`config.mk`:
```
export PLATFORM = sky130hd
export DESIGN_NAME = bfa_ctrl
export DESIGN_NICKNAME = d
export VERILOG_FILES = /design/src/hw/rtl/bfa_pkg.sv /design/src/hw/rtl/bfa_ctrl.sv
export SDC_FILE = /design/constraint.sdc
export NUM_CORES = 1
export LEC_CHECK = 0
export CELL_PAD_IN_SITES_DETAIL_PLACEMENT = 1
export CELL_PAD_IN_SITES_GLOBAL_PLACEMENT = 1
export CORE_AREA = 8 8 45 47
export DETAILED_ROUTE_END_ITERATION = 7
export DIE_AREA = 0 0 53 55
export DONT_BUFFER_PORTS = 1
export PLACE_DENSITY_LB_ADDON = 0.15
export SYNTH_ARGS = -nofsm -noshare
export SYNTH_HDL_FRONTEND = slang
export SYNTH_SLANG_ARGS = --single-unit
```
`constraint.sdc`:
```
create_clock -name clk_i -period 0.95 [get_ports clk_i]
set_input_delay 0.0475 -clock clk_i [delete_from_list [all_inputs] [get_ports clk_i]]
set_output_delay 0.0475 -clock clk_i [all_outputs]
set_load 0.01 [all_outputs]
```
`src/hw/rtl/bfa_pkg.sv`:
```
// Shared types and constants of the bitmap frame allocator.
// No dependencies; imported by the interfaces, controller, datapath and top.
package bfa_pkg;

  localparam int unsigned FrameW  = 12;
  localparam int unsigned StatusW = 3;
  localparam int unsigned WordW   = 32;
  localparam int unsigned BitW    = 5;
  localparam int unsigned MaxWords = 128;

  localparam logic [StatusW-1:0] StAllocated = 3'd0;
  localparam logic [StatusW-1:0] StMapped    = 3'd1;
  localparam logic [StatusW-1:0] StNoFrame   = 3'd2;
  localparam logic [StatusW-1:0] StFreed     = 3'd3;
  localparam logic [StatusW-1:0] StNothing   = 3'd4;

  localparam logic KindAlloc = 1'b0;
  localparam logic KindFree  = 1'b1;

  typedef struct packed {
    logic               load;
    logic               scan_init;
    logic               scan_step;
    logic               alloc_wr;
    logic               free_wr;
    logic               res_load;
    logic [StatusW-1:0] res_code;
    logic               out_load;
  } bfa_cmd_t;

  typedef struct packed {
    logic kind_free;
    logic mapped;
    logic free_ok;
    logic chk_vld;
    logic found;
    logic scan_last;
  } bfa_sts_t;

endpackage

```
`src/hw/rtl/bfa_ctrl.sv`:
```
// Controller state machine of the frame allocator.
// Depends on bfa_pkg; drives the datapath commands from its status.
module bfa_ctrl import bfa_pkg::*; (
  input  logic     clk_i,
  input  logic     rst_ni,
  input  logic     in_valid_i,
  output logic     in_ready_o,
  output logic     out_valid_o,
  input  logic     out_ready_i,
  input  bfa_sts_t sts_i,
  output bfa_cmd_t cmd_o
);

  typedef enum logic [2:0] {
    Idle,
    Eval,
    Scan,
    FreeWr,
    Done
  } state_e;

  state_e state_q, state_d;
  logic   out_valid_q, out_valid_d;

  assign in_ready_o  = (state_q == Idle);
  assign out_valid_o = out_valid_q;

  always_comb begin
    state_d = state_q;
    cmd_o   = '0;
    unique case (state_q)
      Idle: begin
        if (in_valid_i) begin
          cmd_o.load = 1'b1;
          state_d    = Eval;
        end
      end
      Eval: begin
        if (sts_i.kind_free) begin
          if (sts_i.free_ok) begin
            state_d = FreeWr;
          end else begin
            cmd_o.res_load = 1'b1;
            cmd_o.res_code = StNothing;
            state_d        = Done;
          end
        end else if (sts_i.mapped) begin
          cmd_o.res_load = 1'b1;
          cmd_o.res_code = StMapped;
          state_d        = Done;
        end else begin
          cmd_o.scan_init = 1'b1;
          state_d         = Scan;
        end
      end
      Scan: begin
        cmd_o.scan_step = 1'b1;
        if (sts_i.chk_vld && sts_i.found) begin
          cmd_o.alloc_wr = 1'b1;
          cmd_o.res_load = 1'b1;
          cmd_o.res_code = StAllocated;
          state_d        = Done;
        end else if (sts_i.chk_vld && sts_i.scan_last) begin
          cmd_o.res_load = 1'b1;
          cmd_o.res_code = StNoFrame;
          state_d        = Done;
        end
      end
      FreeWr: begin
        cmd_o.free_wr  = 1'b1;
        cmd_o.res_load = 1'b1;
        cmd_o.res_code = StFreed;
        state_d        = Done;
      end
      Done: begin
        if (!out_valid_q || out_ready_i) begin
          cmd_o.out_load = 1'b1;
          state_d        = Idle;
        end
      end
      default: state_d = Idle;
    endcase
  end

  assign out_valid_d = cmd_o.out_load | (out_valid_q & ~out_ready_i);

  always_ff @(posedge clk_i or negedge rst_ni) begin
    if (!rst_ni) begin
      state_q     <= Idle;
      out_valid_q <= 1'b0;
    end else begin
      state_q     <= state_d;
      out_valid_q <= out_valid_d;
    end
  end

endmodule

```
# Yosys cells after proc, flatten, opt, wreduce, memory -nomap -nowiden
# Index checks and enable logic that the tools add are counted.
# word_totals
reg_bits	4
in_bits	10
output_inout_bits	12
elab_cells	42
# classes
n_eq_ne	7
mux	24
n_bitwise	3
reduce_logical	6
# op_table
operator	count
3-bit two-way mux	7
4-bit two-way mux	5
3-bit case mux with 5 select lines	1
4-bit case mux with 3 select lines	1
1-bit two-way mux	9
3-bit by 2-bit == test with 1-bit output, second input constant	2
2-bit != test, second input constant	2
3-bit by 1-bit == test with 1-bit output, second input constant	1
3-bit == test, second input constant	1
3-bit zero test	1
3-bit != test, second input constant	1
3-bit AND reduction	1
1-bit logical AND	2
2-bit two-way mux	1
1-bit bitwise AND	1
1-bit zero test	1
1-bit logical OR	1
1-bit inverter	1
1-bit OR	1

# Longest topological paths before layout
# depth
word_depth	5
ltp_mapped	4

# Least setup slack after synthesis
# Ideal clock, no wire load.
# synth_timing
path_type	register -> output
from	reg state_q[1]
to	out cmd_o[9] (netlist name)
arrival_time_ps	1025
required_ps	902
slack_ps	-122
stages_incl_launch_ff	4
n_path_buf	1
cell_sequence	dfrtp_1 > buf_4 > nor3_1 > and2_1
# synth_lines
item	line	text
start: declaration	bfa_ctrl.sv:22	state_e state_q, state_d;
start signal: assignment	bfa_ctrl.sv:89	state_q <= Idle;
start signal: assignment	bfa_ctrl.sv:92	state_q <= state_d;
end: declaration	bfa_ctrl.sv:11	output bfa_cmd_t cmd_o

==> summary.md <==
| Metric | Value |
|---|---|
| Outcome | finished with violations |
| Violated checks | setup timing |
| Fmax | 0.792 GHz |
| Final period utilization | 1.33 |
| Largest family of logic cells by synthesized area | simple AND/OR/NAND/NOR gates |
| Crit path time final | 1.26 ns |
| Worst r2r src | state_q[0] |
| Commonest non-fill, non-tap cell in the layout | buf_4 |
| Clk buf depth | 2 |
| Required time of the worst setup path | approximately 0.90 ns |
| #FFs+latches synth | 4 |
| RR Endpoint | state_q[0] |
| Reg-to-reg slack, setup | -0.19 ns |
| Core area | approximately 1400 µm² |
| Mux share of post-synthesis cell area | 0 |
| Compound-Gate Fraction of Synth Area | 0.196 |
| Leakage power total | 0.248 nW |
| Syn. warnings | 0 |
| Worst-skew pair later-pin latency | approximately 0.25 ns |
| Mapped Avg Cell Area | approximately 8.5 µm² |
| Clock Tree Root | clkbuf_4 |
| Initial DRC count | 1 |
| Initial Utilization | 0.222 |
| Fin cells | 72 |
| Die Y | around 55 µm |
| Routed len/inst | 16.6 µm |
| # setup viols final | 14 |
| Worst hold path class | input pin to flip-flop |
| Min-Delay Endpoint | state_q[0] |
| Worst Skew | between 0.01 and 0.015 ns |
| HP Start | sts_i[5] |
| GPL Wtd Cong | approximately 0.68 |
| Gate Count Post-Synth | 36 |
| Type of origin of the critical path | flip-flop |
| Die W | 53 µm |
| Antenna Nets Post-Route | 0 |
| Worst slack at placement | -0.142 ns |
| Final Hold Violating Endpoints | 0 |
| Setup crit end kind | output port |
| Net Count, Synth | 46 |
| Fill cell count | roughly 160 |
| Post-Synth XOR/XNOR Area | 0 |
| Max Slew Vio Count | 0 |
| Slew margin rel. | 0.655 |
| Vias in the first global route | 368 |
| H-tree Lvls | 1 |
| Crit-path slowest cell | dfrtp_2 |
| DRT Pass-1 Iters | 2 |
| VDD IR max | approximately 1.1 mV |
| Routed vias | about 350 |
| Worst-case reg-to-reg path depth | 5 |
| Sink Count | 4 |
| Final net count | 67 |
| Total grt overflow | 0 |
| Adder and majority gate portion of the synthesized area | 0 |
| Die Area | between 2000 and 3000 µm² |
| Crit path cell chain | buf_4 -> nor2_4 -> and3_4 |
| Layout cells sized above 1 | 0.643 |
| Final Power | ~1.9 mW |
| Overall Global Routing Usage | 0.0844 |
| Leading cell types in the layout, fill and taps excluded | buf_4 (12), buf_6 (4), inv_1 (3), clkbuf_4 (3) |
| Pin count of the biggest net entering global routing | 8 |
| Clock Pin Slew Worst Setup and Hold Paths | roughly 0.05 ns |
| Inserted Clock Buffers | 3 |
| CP Class | flip-flop to output port |
| Synth cell types | 22 |
| Ant diodes | 0 |
| PortBufs | 0 |
| Mapped Area | just over 300 µm² |
| DRC | 0 |
| Max-capacitance violation count | 0 |
| Slew @ Worst Pin | approximately 0.51 ns |
| RSZ-0062 raised after global routing | yes |
| Final Routed Wirelength | approximately 1.2 mm |
| TritonCTS clock tree | done |
| Post-route worst setup slack | -0.313 ns |
| FP Rows | 14 |
| Vias per cell | slightly below 5 |
| Synth Area in Simple Gates | 0.416 |
| Power Dens Cells | around 3300 nW/µm² |
| Critical path peak fanout | 5 |
| Layout area overhead | 86.5% |
| Hold path depth | 2 |
| Hold slack | roughly 0.035 ns |
| Initial antenna violation count | 0 |
| Post-DP HPWL | 849 µm |
| Seq/Total Area, Yosys | 0.327 |
| Arrival time of the worst setup path | 1.22 ns |
| I/O Pins | 22 |
| Placed cells | 61 |
| Global-route wire length before repair | 1.69 mm |
| CP max stage delay | about 0.47 ns |
==> registers in the layout, indices dropped and copies added (netlist names) <==
name,cells
state_q,3
out_valid_o,1
==> what timing repair did <==
action	in CTS	in global routing
setup buffers	2	4
resized for setup	9	8
setup endpoints to repair	14	15
endpoints found under the hold margin	4	0
cloned	0	0
hold buffers	1	0
pin swaps	1	2
==> metal layers <==
metal / global-route usage / wire [µm] / up-vias
met5: 0 / 0 / -
met4: 0.0905 / 34 / 0
met3: 0.0428 / 136 / 4
met2: 0.127 / 603 / 15
met1: 0.0796 / 421 / 168
li1: - / - / 167
==> critical path: cells and delay by family, from the launching register on <==
| kind | cells | cell delay (ns) |
|---|---|---|
| buffers and inverters | 1 | 0.18 |
| flip-flops | 1 | 0.47 |
| AND/OR/NAND/NOR | 2 | 0.32 |
==> area by class of cell <==
type                            instances  area, µm²  area share
Multi-Input combinational cell         28        267       0.466
Clock buffer                            4       26.3      0.0460
Inverter                                3       11.3      0.0197
Sequential cell                         4        103       0.179
Tap cell                               16       20.0      0.0350
Timing Repair Buffer                   17        145       0.254
==> worst max-delay path by stage <==
stage	from	end	slack (ns)	cells after the start
5_1_grt	state_q[0]	cmd_o[3]	-0.37	3
3_5_place_dp	state_q[2]	cmd_o[8]	-0.14	3
6_report	state_q[0]	cmd_o[6]	-0.31	3
4_1_cts	state_q[2]	cmd_o[3]	-0.32	3
2_1_floorplan	state_q[2]	cmd_o[3]	-0.04	2
3_3_place_gp	state_q[1]	state_q[2]	-0.09	3
==> cells in the mapped netlist <==
cell type  number  area [µm²]
a21oi_1         1        5.00
a21oi_2         1        8.76
a22o_1          1        8.76
a2bb2oi_1       1        8.76
a31oi_1         2        12.5
and2_1          1        6.26
and3_1          1        6.26
buf_4           1        7.51
dfrtp_1         4         100
inv_1           3        11.3
nand2_1         1        3.75
nand2b_1        1        6.26
nand2b_2        2        17.5
nor2_1          2        7.51
nor2_2          1        6.26
nor2b_1         3        18.8
nor3_1          3        15.0
nor3b_2         1        12.5
nor4b_2         1        15.0
o21ai_0         2        10.0
o22ai_1         1        6.26
or2_1           2        12.5
==> per-stage QoR <==
step	cell area [µm²]	TNS, ns	util
6_report	572	-3.43	0.413
5_1_grt	572	-4.20	0.413
4_1_cts	509	-3.00	0.368
3_5_place_dp	418	-0.670	0.302
3_3_place_gp	418	-0.545	0.302
2_1_floorplan	330	-0.0694	-
==> logic make-up after synthesis <==
kind of cell,after synthesis
buffers and inverters,4
DFF,4
and+or+nand+nor,19
AOI/OAI and AO/OA,9
==> power breakdown <==
group | total, mW | switching (mW) | internal (mW)
Clock | 0.248 | 0.0894 | 0.159
Sequential | 0.402 | 0.147 | 0.256
Combinational | 1.26 | 0.527 | 0.731
(Power assumes the default switching activity.)
